==> src/hdl/srbf_pkg.sv <==
package srbf_pkg;

  localparam int S_W     = 21;
  localparam int LAT_W   = 17;
  localparam int THR_W   = 13;
  localparam int LEN_W   = 16;
  localparam int ACC_W   = 24;
  localparam int PADDR_W = 3;
  localparam int PDATA_W = 32;

  localparam logic REG_THR = 1'b0;
  localparam logic REG_LEN = 1'b1;

  localparam logic [THR_W-1:0] THR_RESET = 13'd1650;
  localparam logic [LEN_W-1:0] LEN_RESET = 16'd3000;

  typedef struct packed {
    logic [THR_W-1:0] extend_threshold;
    logic [LEN_W-1:0] short_run_length;
  } cfg_t;

  typedef struct packed {
    logic                    en;
    logic                    sub;
    logic signed [ACC_W-1:0] a;
    logic signed [ACC_W-1:0] b;
  } alu_op_t;

endpackage

==> src/hdl/srbf_if.sv <==
interface srbf_in_if;
  logic              valid;
  logic              ready;
  logic signed [20:0] station_s;
  logic signed [16:0] inner_lat;
  logic signed [16:0] outer_lat;
  logic              last_station;

  modport source (output valid, station_s, inner_lat, outer_lat, last_station,
                  input ready);
  modport sink (input valid, station_s, inner_lat, outer_lat, last_station,
                output ready);
endinterface

interface srbf_out_if;
  logic              valid;
  logic              ready;
  logic signed [16:0] outer_lat_out;
  logic              was_replaced;
  logic              last_result;

  modport source (output valid, outer_lat_out, was_replaced, last_result,
                  input ready);
  modport sink (input valid, outer_lat_out, was_replaced, last_result,
                output ready);
endinterface

==> src/hdl/short_run_boundary_flattener.sv <==
// channel    | role   | payload
// stations   | sink   | station_s, inner_lat, outer_lat, last_station
// results    | source | outer_lat_out, was_replaced, last_result
// apb        | slave  | extend_threshold at 0x0, short_run_length at 0x4
//
// one station at a time: shared adder steps (plus span and length steps when a
// run closes), a decision step, a read then a transfer per held station flushed
// from the run store, then the station itself when it is emitted, then an end step
// synchronous reset clears control state; the run store is not cleared
// a stalled results channel holds the sequencer at its current transfer
module short_run_boundary_flattener #(
  parameter int RUN_DEPTH = 32
) (
  input  logic                              clk,
  input  logic                              rst,
  srbf_in_if.sink                           stations,
  srbf_out_if.source                        results,
  input  logic                              psel,
  input  logic                              penable,
  input  logic                              pwrite,
  input  logic [srbf_pkg::PADDR_W-1:0]      paddr,
  input  logic [srbf_pkg::PDATA_W-1:0]      pwdata,
  output logic [srbf_pkg::PDATA_W-1:0]      prdata,
  output logic                              pready
);
  import srbf_pkg::*;

  localparam int AW = $clog2(RUN_DEPTH);

  cfg_t                    cfg;
  alu_op_t                 op;
  logic signed [ACC_W-1:0] acc;
  logic                    ram_we;
  logic [AW-1:0]           ram_waddr;
  logic [LAT_W-1:0]        ram_wdata;
  logic [AW-1:0]           ram_raddr;
  logic [LAT_W-1:0]        ram_rdata;

  srbf_regs u_regs (
    .clk     (clk),
    .rst     (rst),
    .psel    (psel),
    .penable (penable),
    .pwrite  (pwrite),
    .paddr   (paddr),
    .pwdata  (pwdata),
    .prdata  (prdata),
    .pready  (pready),
    .cfg     (cfg)
  );

  srbf_alu u_alu (
    .clk (clk),
    .op  (op),
    .acc (acc)
  );

  srbf_ram #(
    .WIDTH (LAT_W),
    .DEPTH (RUN_DEPTH)
  ) u_run_store (
    .clk   (clk),
    .we    (ram_we),
    .waddr (ram_waddr),
    .wdata (ram_wdata),
    .raddr (ram_raddr),
    .rdata (ram_rdata)
  );

  srbf_ctrl #(
    .RUN_DEPTH (RUN_DEPTH)
  ) u_ctrl (
    .clk       (clk),
    .rst       (rst),
    .cfg       (cfg),
    .in_valid  (stations.valid),
    .in_ready  (stations.ready),
    .in_s      (stations.station_s),
    .in_inner  (stations.inner_lat),
    .in_outer  (stations.outer_lat),
    .in_last   (stations.last_station),
    .out_valid (results.valid),
    .out_ready (results.ready),
    .out_lat   (results.outer_lat_out),
    .out_rep   (results.was_replaced),
    .out_last  (results.last_result),
    .op        (op),
    .acc       (acc),
    .ram_we    (ram_we),
    .ram_waddr (ram_waddr),
    .ram_wdata (ram_wdata),
    .ram_raddr (ram_raddr),
    .ram_rdata (ram_rdata)
  );

endmodule

==> src/hdl/srbf_ram.sv <==
module srbf_ram #(
  parameter int WIDTH = 17,
  parameter int DEPTH = 32
) (
  input  logic                     clk,
  input  logic                     we,
  input  logic [$clog2(DEPTH)-1:0] waddr,
  input  logic [WIDTH-1:0]         wdata,
  input  logic [$clog2(DEPTH)-1:0] raddr,
  output logic [WIDTH-1:0]         rdata
);

  logic [WIDTH-1:0] mem [DEPTH];

  always_ff @(posedge clk) begin
    if (we) begin
      mem[waddr] <= wdata;
    end
    rdata <= mem[raddr];
  end

endmodule

==> src/hdl/srbf_regs.sv <==
module srbf_regs (
  input  logic                            clk,
  input  logic                            rst,
  input  logic                            psel,
  input  logic                            penable,
  input  logic                            pwrite,
  input  logic [srbf_pkg::PADDR_W-1:0]    paddr,
  input  logic [srbf_pkg::PDATA_W-1:0]    pwdata,
  output logic [srbf_pkg::PDATA_W-1:0]    prdata,
  output logic                            pready,
  output srbf_pkg::cfg_t                  cfg
);
  import srbf_pkg::*;

  logic sel;
  logic wr;

  assign sel    = paddr[2];
  assign wr     = psel && penable && pwrite && pready;
  assign pready = 1'b1;

  always_ff @(posedge clk) begin
    if (rst) begin
      cfg.extend_threshold <= THR_RESET;
      cfg.short_run_length <= LEN_RESET;
    end else if (wr) begin
      case (sel)
        REG_THR: cfg.extend_threshold <= pwdata[THR_W-1:0];
        REG_LEN: cfg.short_run_length <= pwdata[LEN_W-1:0];
        default: ;
      endcase
    end
  end

  always_comb begin
    case (sel)
      REG_THR: prdata = PDATA_W'(cfg.extend_threshold);
      REG_LEN: prdata = PDATA_W'(cfg.short_run_length);
      default: prdata = '0;
    endcase
  end

endmodule

==> src/hdl/srbf_alu.sv <==
module srbf_alu (
  input  logic                                clk,
  input  srbf_pkg::alu_op_t                   op,
  output logic signed [srbf_pkg::ACC_W-1:0]   acc
);
  import srbf_pkg::*;

  // shared add/subtract with its result register
  always_ff @(posedge clk) begin
    if (op.en) begin
      acc <= op.sub ? (op.a - op.b) : (op.a + op.b);
    end
  end

endmodule

==> src/hdl/srbf_ctrl.sv <==
module srbf_ctrl #(
  parameter int RUN_DEPTH = 32
) (
  input  logic                                clk,
  input  logic                                rst,
  input  srbf_pkg::cfg_t                      cfg,
  input  logic                                in_valid,
  output logic                                in_ready,
  input  logic signed [srbf_pkg::S_W-1:0]     in_s,
  input  logic signed [srbf_pkg::LAT_W-1:0]   in_inner,
  input  logic signed [srbf_pkg::LAT_W-1:0]   in_outer,
  input  logic                                in_last,
  output logic                                out_valid,
  input  logic                                out_ready,
  output logic signed [srbf_pkg::LAT_W-1:0]   out_lat,
  output logic                                out_rep,
  output logic                                out_last,
  output srbf_pkg::alu_op_t                   op,
  input  logic signed [srbf_pkg::ACC_W-1:0]   acc,
  output logic                                ram_we,
  output logic [$clog2(RUN_DEPTH)-1:0]        ram_waddr,
  output logic [srbf_pkg::LAT_W-1:0]          ram_wdata,
  output logic [$clog2(RUN_DEPTH)-1:0]        ram_raddr,
  input  logic [srbf_pkg::LAT_W-1:0]          ram_rdata
);
  import srbf_pkg::*;

  localparam int AW = $clog2(RUN_DEPTH);
  localparam int CW = $clog2(RUN_DEPTH + 1);

  localparam logic [3:0] ST_IDLE = 4'd0;
  localparam logic [3:0] ST_GAP  = 4'd1;
  localparam logic [3:0] ST_EXT  = 4'd2;
  localparam logic [3:0] ST_CHK  = 4'd3;
  localparam logic [3:0] ST_SPAN = 4'd4;
  localparam logic [3:0] ST_LEN  = 4'd5;
  localparam logic [3:0] ST_DEC  = 4'd6;
  localparam logic [3:0] ST_RD   = 4'd7;
  localparam logic [3:0] ST_PUT  = 4'd8;
  localparam logic [3:0] ST_CUR  = 4'd9;
  localparam logic [3:0] ST_FIN  = 4'd10;

  logic [3:0] state;

  logic signed [S_W-1:0]   s_r;
  logic signed [LAT_W-1:0] inner_r;
  logic signed [LAT_W-1:0] outer_r;
  logic                    last_r;
  logic                    ext;

  logic                    run_open;
  logic [CW-1:0]           run_count;
  logic signed [S_W-1:0]   run_start_s;
  logic signed [S_W-1:0]   run_last_s;
  logic signed [LAT_W-1:0] held_outer;
  logic                    prev_ext;
  logic                    seen_first;

  logic                    flatten;
  logic                    do_flush;
  logic                    emit_cur;
  logic [CW-1:0]           idx;

  logic          out_free;
  logic          load_out;
  logic [CW-1:0] idx_inc;
  logic          idx_end;
  logic          run_room;
  logic          case_grow;
  logic          case_full;
  logic          case_close;
  logic          case_open;
  logic          flush_next;
  logic          emit_next;

  assign in_ready  = (state == ST_IDLE);
  assign out_free  = !out_valid || out_ready;
  assign load_out  = ((state == ST_PUT) || (state == ST_CUR)) && out_free;
  assign idx_inc   = idx + CW'(1);
  assign idx_end   = (idx_inc == run_count);
  assign run_room  = (run_count < CW'(RUN_DEPTH));
  assign ram_raddr = idx[AW-1:0];

  // case split once the station class is known
  always_comb begin
    case_grow  = run_open && ext && run_room;
    case_full  = run_open && ext && !run_room;
    case_close = run_open && !ext;
    case_open  = !run_open && ext && seen_first && !prev_ext;
    flush_next = case_full || case_close || ((case_grow || case_open) && last_r);
    emit_next  = !(case_grow || case_open);
  end

  always_comb begin
    op     = '0;
    op.sub = 1'b1;
    case (state)
      ST_GAP: begin
        op.en = 1'b1;
        op.a  = ACC_W'(inner_r);
        op.b  = ACC_W'(outer_r);
      end
      ST_EXT: begin
        // threshold minus |gap|, negative when extended
        op.en  = 1'b1;
        op.sub = !acc[ACC_W-1];
        op.a   = ACC_W'(cfg.extend_threshold);
        op.b   = acc;
      end
      ST_SPAN: begin
        op.en = 1'b1;
        op.a  = ACC_W'(run_last_s);
        op.b  = ACC_W'(run_start_s);
      end
      ST_LEN: begin
        op.en = 1'b1;
        op.a  = ACC_W'(cfg.short_run_length);
        op.b  = acc;
      end
      default: ;
    endcase
  end

  always_comb begin
    ram_we    = (state == ST_DEC) && (case_grow || case_open);
    ram_waddr = case_open ? '0 : run_count[AW-1:0];
    ram_wdata = outer_r;
  end

  always_ff @(posedge clk) begin
    if (rst) begin
      state       <= ST_IDLE;
      out_valid   <= 1'b0;
      run_open    <= 1'b0;
      run_count   <= '0;
      run_start_s <= '0;
      run_last_s  <= '0;
      held_outer  <= '0;
      prev_ext    <= 1'b0;
      seen_first  <= 1'b0;
    end else begin
      if (load_out) begin
        out_valid <= 1'b1;
      end else if (out_valid && out_ready) begin
        out_valid <= 1'b0;
      end
      case (state)
        ST_IDLE: begin
          if (in_valid) begin
            s_r     <= in_s;
            inner_r <= in_inner;
            outer_r <= in_outer;
            last_r  <= in_last;
            state   <= ST_GAP;
          end
        end
        ST_GAP: state <= ST_EXT;
        ST_EXT: state <= ST_CHK;
        ST_CHK: begin
          ext   <= acc[ACC_W-1];
          state <= (run_open && !acc[ACC_W-1]) ? ST_SPAN : ST_DEC;
        end
        ST_SPAN: state <= ST_LEN;
        ST_LEN:  state <= ST_DEC;
        ST_DEC: begin
          flatten  <= case_close && !acc[ACC_W-1];
          do_flush <= flush_next;
          emit_cur <= emit_next;
          idx      <= '0;
          if (case_grow) begin
            run_count  <= run_count + CW'(1);
            run_last_s <= s_r;
          end
          if (case_open) begin
            run_open    <= 1'b1;
            run_count   <= CW'(1);
            run_start_s <= s_r;
            run_last_s  <= s_r;
          end
          state <= flush_next ? ST_RD : (emit_next ? ST_CUR : ST_FIN);
        end
        ST_RD: state <= ST_PUT;
        ST_PUT: begin
          if (out_free) begin
            out_lat   <= flatten ? held_outer : ram_rdata;
            out_rep   <= flatten;
            out_last  <= last_r && !emit_cur && idx_end;
            idx       <= idx_inc;
            state     <= idx_end ? (emit_cur ? ST_CUR : ST_FIN) : ST_RD;
          end
        end
        ST_CUR: begin
          if (out_free) begin
            out_lat    <= outer_r;
            out_rep    <= 1'b0;
            out_last   <= last_r;
            held_outer <= outer_r;
            state      <= ST_FIN;
          end
        end
        ST_FIN: begin
          if (do_flush || last_r) begin
            run_open  <= 1'b0;
            run_count <= '0;
          end
          if (last_r) begin
            run_start_s <= '0;
            run_last_s  <= '0;
            held_outer  <= '0;
            prev_ext    <= 1'b0;
            seen_first  <= 1'b0;
          end else begin
            prev_ext   <= ext;
            seen_first <= 1'b1;
          end
          state <= ST_IDLE;
        end
        default: state <= ST_IDLE;
      endcase
    end
  end

endmodule

==> src/flat_wrapper.sv <==
// flat-port wrapper written by rule: the top's interface ports become plain ports
module short_run_boundary_flattener_flat import srbf_pkg::*;
#(
  parameter int RUN_DEPTH = 32
)
  (clk, rst, psel, penable, pwrite, paddr, pwdata, prdata, pready, stations_valid, stations_station_s, stations_inner_lat, stations_outer_lat, stations_last_station, stations_ready, results_valid, results_outer_lat_out, results_was_replaced, results_last_result, results_ready);
  srbf_in_if stations_i ();
  srbf_out_if results_i ();
  input  logic clk;
  input  logic rst;
  input  logic psel;
  input  logic penable;
  input  logic pwrite;
  input  logic [srbf_pkg::PADDR_W-1:0] paddr;
  input  logic [srbf_pkg::PDATA_W-1:0] pwdata;
  output logic [srbf_pkg::PDATA_W-1:0] prdata;
  output logic pready;
  input wire logic [$bits(stations_i.valid)-1:0] stations_valid;
  input wire logic [$bits(stations_i.station_s)-1:0] stations_station_s;
  input wire logic [$bits(stations_i.inner_lat)-1:0] stations_inner_lat;
  input wire logic [$bits(stations_i.outer_lat)-1:0] stations_outer_lat;
  input wire logic [$bits(stations_i.last_station)-1:0] stations_last_station;
  output wire logic [$bits(stations_i.ready)-1:0] stations_ready;
  output wire logic [$bits(results_i.valid)-1:0] results_valid;
  output wire logic [$bits(results_i.outer_lat_out)-1:0] results_outer_lat_out;
  output wire logic [$bits(results_i.was_replaced)-1:0] results_was_replaced;
  output wire logic [$bits(results_i.last_result)-1:0] results_last_result;
  input wire logic [$bits(results_i.ready)-1:0] results_ready;
  assign stations_i.valid = stations_valid;
  assign stations_i.station_s = stations_station_s;
  assign stations_i.inner_lat = stations_inner_lat;
  assign stations_i.outer_lat = stations_outer_lat;
  assign stations_i.last_station = stations_last_station;
  assign stations_ready = stations_i.ready;
  assign results_valid = results_i.valid;
  assign results_outer_lat_out = results_i.outer_lat_out;
  assign results_was_replaced = results_i.was_replaced;
  assign results_last_result = results_i.last_result;
  assign results_i.ready = results_ready;
  short_run_boundary_flattener #(.RUN_DEPTH(RUN_DEPTH)) u_core (.clk(clk), .rst(rst), .stations(stations_i), .results(results_i), .psel(psel), .penable(penable), .pwrite(pwrite), .paddr(paddr), .pwdata(pwdata), .prdata(prdata), .pready(pready));
endmodule
==> config.mk <==
export PLATFORM = sky130hd
export DESIGN_NAME = short_run_boundary_flattener_flat
export DESIGN_NICKNAME = d
export VERILOG_FILES = /design/src/hdl/srbf_pkg.sv /design/src/hdl/srbf_if.sv /design/src/hdl/short_run_boundary_flattener.sv /design/src/hdl/srbf_ram.sv /design/src/hdl/srbf_regs.sv /design/src/hdl/srbf_alu.sv /design/src/hdl/srbf_ctrl.sv /design/src/flat_wrapper.sv
export SDC_FILE = /design/constraint.sdc
export NUM_CORES = 1
export LEC_CHECK = 0
export BUFFER_PORTS_ARGS = -buffer_cell sky130_fd_sc_hd__buf_2
export CAP_MARGIN = 20
export CORE_MARGIN = 1.5
export CORE_UTILIZATION = 54
export CTS_CLUSTER_SIZE = 16
export DETAILED_ROUTE_END_ITERATION = 6
export PLACE_DENSITY = 0.77
export REMOVE_ABC_BUFFERS = 1
export SLEW_MARGIN = 20
export SYNTH_ARGS = -nofsm -noshare
export SYNTH_HDL_FRONTEND = slang
export SYNTH_HIERARCHICAL = 1
export SYNTH_SLANG_ARGS = --single-unit
==> constraint.sdc <==
create_clock -name clk -period 5.8 [get_ports clk]
set_clock_uncertainty 0.15 [all_clocks]
set_input_delay 1.16 -clock clk [delete_from_list [all_inputs] [get_ports clk]]
set_output_delay 1.16 -clock clk [all_outputs]
set_load 0.1 [all_outputs]
==> results.json, run 1 <==
{
  "tns_ps": 0,
  "gr-total-overflow": 0,
  "postRouteAntennaNets": 0,
  "drive_gt1_share_pct": 13.7,
  "timing.final.crit_share_pct": 89.2,
  "hold_ws_ps": 308,
  "fillCellCount": 4497,
  "status": "finished clean",
  "async_reset_ff_share_pct": 0,
  "die_y_um": 249,
  "multiInputGateArea_mm2": 0.00976,
  "route.detailed.drc": 0,
  "leakage_uw": 0.0141,
  "ir_worst_vdd_uv": 230,
  "rows": 90,
  "powerDensity_mw_per_mm2": 348,
  "initial_core_util_pct": 54.5,
  "grt_pass1_vias": 19800,
  "power_uw": 12700,
  "area_growth_pct": 11.2,
  "final_core_util_pct": 60.7,
  "viasPerCell": 6.05,
  "regArea_mm2": 0.0220,
  "cp.arrival_ps": 5370,
  "ioPinCount": 152,
  "drt_first_iter_violations": 1976,
  "place_congestion": 0.873,
  "path_class": "flop to flop",
  "synth-edff-count": 653,
  "synth_cells": 2339,
  "port_buffers": 116,
  "dp_hpwl_um": 45400,
  "finalSetupViolations": 0,
  "rsz0062_at_grt": "no",
  "ctsResizeCount": 0,
  "vias": 20000,
  "critPathMaxFanout": 14,
  "slew_headroom_pct": 26.6,
  "post_cts_buffers": 0,
  "antenna_found_initial": 1,
  "syn_area_per_cell_um2": 14.0,
  "die_w_um": 249,
  "wl_um": 75300,
  "yosysSeqAreaShare_pct": 67.1,
  "clk_pin_slew_worst_paths_ps": 60,
  "core-area_mm2": 0.0601,
  "hold_viol": 0,
  "cts_hold_buf": 0,
  "grt_first_pass_wirelength_um": 114000,
  "grt_max_degree": 114,
  "cp-end-kind": "flop",
  "synth_top_flop_cell": "edfxtp_1",
  "crit_required_ps": 5990,
  "maxCapViolations": 0,
  "min_period_ps": 5170,
  "clk_latency_ps": 620,
  "min_path_type": "flop to flop",
  "firstDrtPassIters": 6,
  "timing.fmax_mhz": 193,
  "worstMarginPinSlew_ps": 1090,
  "yosys_warnings": 6,
  "cts_sinks": 772,
  "wl_per_cell_um": 22.8,
  "htreeDepth": 3,
  "globalRouteTotalUtil_pct": 23.9,
  "cts_tree": "built",
  "numCtsBuffers": 78,
  "maxSlewViolCount": 0,
  "synth_seq_cells": 772,
  "cts-root-buf": "clkbuf_16",
  "die_area_mm2": 0.0622,
  "start_kind": "flop",
  "clk_path_buf_depth": 3,
  "synth.distinct_cells": 76,
  "nets": 2584,
  "synth_area_mm2": 0.0328
}
-- layer usage --
| metal | vias up | wire length (um) | GRT usage, % |
|---|---|---|---|
| met3 | 129 | 5010 | 3.27 |
| met2 | 788 | 36800 | 39.9 |
| li1 | 9114 | - | - |
| met5 | - | 0 | 0 |
| met4 | 0 | 2110 | 8.90 |
| met1 | 9970 | 31400 | 32.1 |
-- Yosys cell counts (all sizes together) (5+ instances only) --
master / count / area [um2]
buf: 111 / 818
a22oi: 111 / 833
clkbuf: 54 / 206
mux2i: 319 / 3190
and3: 7 / 48.8
nor2b: 7 / 43.8
a21o: 12 / 90.1
o21ai: 47 / 246
and2: 17 / 106
o21a: 8 / 60.1
nand2b: 41 / 257
nand4: 24 / 150
nor4: 6 / 37.5
nor3: 35 / 186
xor2: 12 / 105
dfxtp: 119 / 2380
a211oi: 6 / 45.0
a22o: 34 / 298
xnor2: 38 / 340
a21oi: 118 / 606
mux2: 14 / 158
nand3: 93 / 478
ha: 27 / 338
a222oi: 19 / 190
edfxtp: 653 / 19600
o211ai: 6 / 45.0
nor3b: 5 / 47.5
a221o: 5 / 50.1
inv: 34 / 128
nand3b: 8 / 60.1
or3b: 5 / 43.8
nor2: 124 / 465
a31oi: 24 / 150
nand2: 150 / 563
-- final timing paths --
| check | startpoint | endpoint | slack, ps | depth (start not counted) |
|---|---|---|---|---|
| max | u_core/u_ctrl/state[2] | u_core/u_alu/acc[22] | 630 | 17 |
| min | u_core/u_ctrl/run_last_s[10] | u_core/u_ctrl/run_last_s[10] | 310 | 2 |
| min reg2reg | u_core/u_ctrl/run_last_s[10] | u_core/u_ctrl/run_last_s[10] | 310 | 2 |
| max reg2reg | u_core/u_ctrl/state[2] | u_core/u_alu/acc[22] | 630 | 17 |
-- flip-flops by register name, indices dropped and copies added (netlist names), 4 cells and up --
name and flops:
u_core/u_run_store/mem 544, u_core/u_ctrl/held_outer 17, u_core/u_run_store/rdata 17, u_core/u_ctrl/run_count 6, u_core/u_ctrl/state 4, u_core/u_alu/acc 24
u_core/u_regs/cfg 29, u_core/u_ctrl/s_r 21, u_core/u_ctrl/run_last_s 21, u_core/u_ctrl/ram_wdata 17, u_core/u_ctrl/inner_r 17, u_core/u_ctrl/out_lat 17
u_core/u_ctrl/idx 6, u_core/u_ctrl/run_start_s 21
-- cells in the final DEF, fill, tap and decap left out, types with 6 or more instances in the layout --
| cell | count |
|---|---|
| dfxtp_1 | 119 |
| nor3_1 | 31 |
| nor4_1 | 6 |
| a21o_1 | 12 |
| nand3_1 | 92 |
| and3_1 | 6 |
| clkbuf_16 | 80 |
| a22oi_1 | 111 |
| o21ai_1 | 7 |
| buf_2 | 115 |
| clkinv_1 | 19 |
| buf_4 | 72 |
| xor2_1 | 12 |
| a21oi_1 | 116 |
| xnor2_1 | 37 |
| clkbuf_1 | 13 |
| nand4_1 | 24 |
| a31oi_1 | 24 |
| nand2_1 | 150 |
| and2_1 | 16 |
| o211ai_1 | 6 |
| nand2b_1 | 41 |
| clkinv_2 | 18 |
| a222oi_1 | 19 |
| inv_1 | 34 |
| ha_1 | 27 |
| conb_1 | 17 |
| o21ai_0 | 39 |
| mux2i_1 | 319 |
| nand3b_1 | 8 |
| a22o_1 | 34 |
| mux2_2 | 14 |
| a211oi_1 | 6 |
| edfxtp_1 | 653 |
| o21a_1 | 8 |
| nor2_1 | 120 |
-- worst max-delay path, stage by stage, from the launching register on --
cell and delay [ps]:
dfxtp_1 540, nand2b_1 220, nor3_2 60, or2_1 440
a222oi_1 420, inv_1 130, nor4_1 550, nor3b_1 310
a21o_1 240, o21ai_1 110, xnor2_1 210, ha_1 340
and3_1 210, and3_1 200, a31oi_1 270, nand2_1 140
a211oi_1 210, o221ai_1 140
-- final cells by class --
class	instances	area share [%]
sequential	772	60.3
multi-input combinational	1382	26.7
clock buffer	96	5.73
timing repair buffer	189	3.17
tap	782	2.68
clock inverter	46	1.00
inverter	35	0.374
antenna	2	0.0137
-- report_power, final --
group | switching (uW) | internal, uW
Combinational | 1000 | 576
Sequential | 48.8 | 6210
Clock | 2050 | 2790
Total | 3100 | 9580
-- cells by family after synthesis --
kind of cell	share of synthesized area (%)
XOR/XNOR	1.43
other	0.0229
AO/OA/AOI/OAI	8.48
AND/OR/NAND/NOR	8.16
flip-flops	67.1
buffers and inverters	3.54
adder cells (fa/ha/maj)	1.09
multiplexers	10.2
-- stage by stage --
step	cells	cell area [um2]	setup WS, ps
4_1_cts	3301	36500	670
3_5_place_dp	3159	34000	704
3_3_place_gp	3159	34000	698
5_1_grt	3302	36500	261
6_report	3304	36500	627
2_1_floorplan	2189	31800	-5010
Note: power is estimated with default switching activity, not from simulation.
==> run 2: changes to the inputs <==
Settings changed: CTS_BUF_LIST set to sky130_fd_sc_hd__clkbuf_4 sky130_fd_sc_hd__clkbuf_8.
==> run 2 against run 1 <==
- the flow now finishes with violations (DRC)
- setup slack worse by 15 ps
- register-to-register slack is essentially flat
- die area stayed put
- routed wire length about the same
- cell count grew 2.4%
- flip-flop and latch count unchanged
- critical path depth stayed put
- sequential share of layout area up 0.058 points
- combinational power about the same
- first-iteration DRC count fell by 5.0%
- non-clock buffer count did not move
- largest power group unchanged
- highest routed layer unchanged
==> results.json, run 2 (synthesis results as in run 1) <==
{
  "grt_first_pass_wirelength_um": 115000,
  "area_growth_pct": 11.1,
  "dpl_cell_area_mm2": 0.0340,
  "vias": 20200,
  "leakage_uw": 0.0142,
  "slew_headroom_pct": 28.8,
  "post_cts_buffers": 0,
  "crit_chain": "nand2b_1, nor3_2, or2_1, a222oi_1, inv_1, nor4_1, nor3b_1, a21o_1, o21ai_1, xnor2_1, ha_1, and3_1, and3_1, a31oi_1, nand2_1, a211oi_1, o221ai_1",
  "nets": 2625,
  "path_class": "flop to flop",
  "numCtsBuffers": 119,
  "grt_pass1_vias": 20100,
  "cts-root-buf": "clkbuf_8",
  "powerDensity_mw_per_mm2": 339,
  "cp-end-kind": "flop",
  "min_from": "u_core/u_ctrl/run_last_s[15]",
  "largest_register_ffs": 544,
  "cts_sinks": 772,
  "rr_startpoint": "u_core/u_ctrl/state[2]",
  "hold_ws_ps": 309,
  "top_regs": "u_core/u_run_store/mem (544), u_core/u_regs/cfg (29), u_core/u_alu/acc (24)",
  "largest_register": "u_core/u_run_store/mem",
  "die_y_um": 249,
  "rsz0062_at_grt": "no",
  "clk_pin_slew_worst_paths_ps": 60,
  "layout_commonest_cell": "edfxtp_1",
  "layout_common_cells": "edfxtp_1 (653), mux2i_1 (319), nand2_1 (150)",
  "cp_common_cell": "and3_1",
  "rrSetupSlack_ps": 610,
  "wl_per_cell_um": 22.3,
  "min_period_ps": 5190,
  "dp_hpwl_um": 45400,
  "timing.final.crit_share_pct": 89.4,
  "multiInputGateArea_mm2": 0.00976,
  "die_w_um": 249,
  "viasPerCell": 5.96,
  "clk_path_buf_depth": 3,
  "min_to": "u_core/u_ctrl/run_last_s[15]",
  "core-area_mm2": 0.0601,
  "min_path_type": "flop to flop",
  "cts_hold_buf": 0,
  "violations": "DRC",
  "rows": 90,
  "htreeDepth": 3,
  "power_uw": 12400,
  "ioPinCount": 152,
  "cp.arrival_ps": 5480,
  "hold_depth": 2,
  "critPathMaxFanout": 14,
  "maxCapViolations": 0,
  "die_area_mm2": 0.0622,
  "drive_gt1_share_pct": 16.5,
  "gr-total-overflow": 0,
  "timing.fmax_mhz": 193,
  "worstMarginPinSlew_ps": 1070,
  "route.detailed.drc": 11,
  "postRouteAntennaNets": 0,
  "clk_latency_ps": 740,
  "finalSetupViolations": 0,
  "wl_um": 75400,
  "design_area_mm2": 0.0364,
  "crit_required_ps": 6090,
  "crit_path_max_incr_delay_ps": 550,
  "regArea_mm2": 0.0220,
  "crit_slowest_cell": "dfxtp_1",
  "status": "finished with violations",
  "grt_max_degree": 114,
  "fillCellCount": 4507,
  "hold_viol": 0,
  "ir_worst_vdd_uv": 197,
  "cts_tree": "built",
  "r2r_cells": 17,
  "antenna_found_initial": 2,
  "firstDrtPassIters": 7,
  "port_buffers": 116,
  "ctsResizeCount": 0,
  "drt_first_iter_violations": 1877,
  "worstReg2RegEnd": "u_core/u_alu/acc[22]",
  "start_kind": "flop",
  "place_congestion": 0.873,
  "globalRouteTotalUtil_pct": 24.0,
  "maxSlewViolCount": 0,
  "initial_core_util_pct": 54.5
}
[run 2: per-layer routing]
layer | vias to the layer above | part of all wire, % | global-route usage (%)
li1 | 9223 | - | -
met1 | 9950 | 41 | 31.7
met2 | 869 | 49 | 39.7
met3 | 123 | 7.6 | 4.02
met4 | 0 | 2.7 | 9.63
met5 | - | 0 | 0
[run 2: worst max-delay path by stage]
stage	startpoint	to	slack [ps]
floorplan	u_core/u_ctrl/idx[0]	u_core/u_ctrl/out_last	-5010
global placement	u_core/u_ctrl/state[2]	u_core/u_alu/acc[22]	700
detailed placement	u_core/u_ctrl/state[2]	u_core/u_alu/acc[22]	700
CTS	u_core/u_ctrl/state[2]	u_core/u_alu/acc[22]	680
global route	u_core/u_ctrl/state[2]	u_core/u_alu/acc[20]	270
finish	u_core/u_ctrl/state[2]	u_core/u_alu/acc[22]	610
[run 2: final cells by class]
cell class	count	share of cell area (%)
Antenna cell	2	0.0137
Clock buffer	171	5.74
Clock inverter	51	0.910
Inverter	35	0.374
Multi-Input combinational cell	1382	26.8
Sequential cell	772	60.3
Tap cell	782	2.68
Timing Repair Buffer	189	3.17
[run 2: critical path: cells and delay by family, from the launching register on]
family / cells / cell delay [ps]
AND/OR/NAND/NOR: 8 / 2100
AO/OA/AOI/OAI: 6 / 1400
flip-flops: 1 / 550
adder cells (fa/ha/maj): 1 / 340
XOR/XNOR: 1 / 210
buffers and inverters: 1 / 170
[run 2: stage by stage]
stage / utilization, % / worst slack (ps) / TNS [ps] / std cells
floorplan: - / -5010 / -118330 / 2189
global placement: 56.5 / 698 / 0 / 3159
detailed placement: 56.5 / 704 / 0 / 3159
CTS: 60.6 / 675 / 0 / 3381
global route: 60.6 / 268 / 0 / 3383
finish: 60.6 / 612 / 0 / 3384
[run 2: power breakdown]
part           switching [uW]  leakage (uW)  internal, uW
logic                    1000       0.00600           576
registers                48.9       0.00685          6210
clock network            2060       0.00130          2460
total                    3110        0.0142          9250
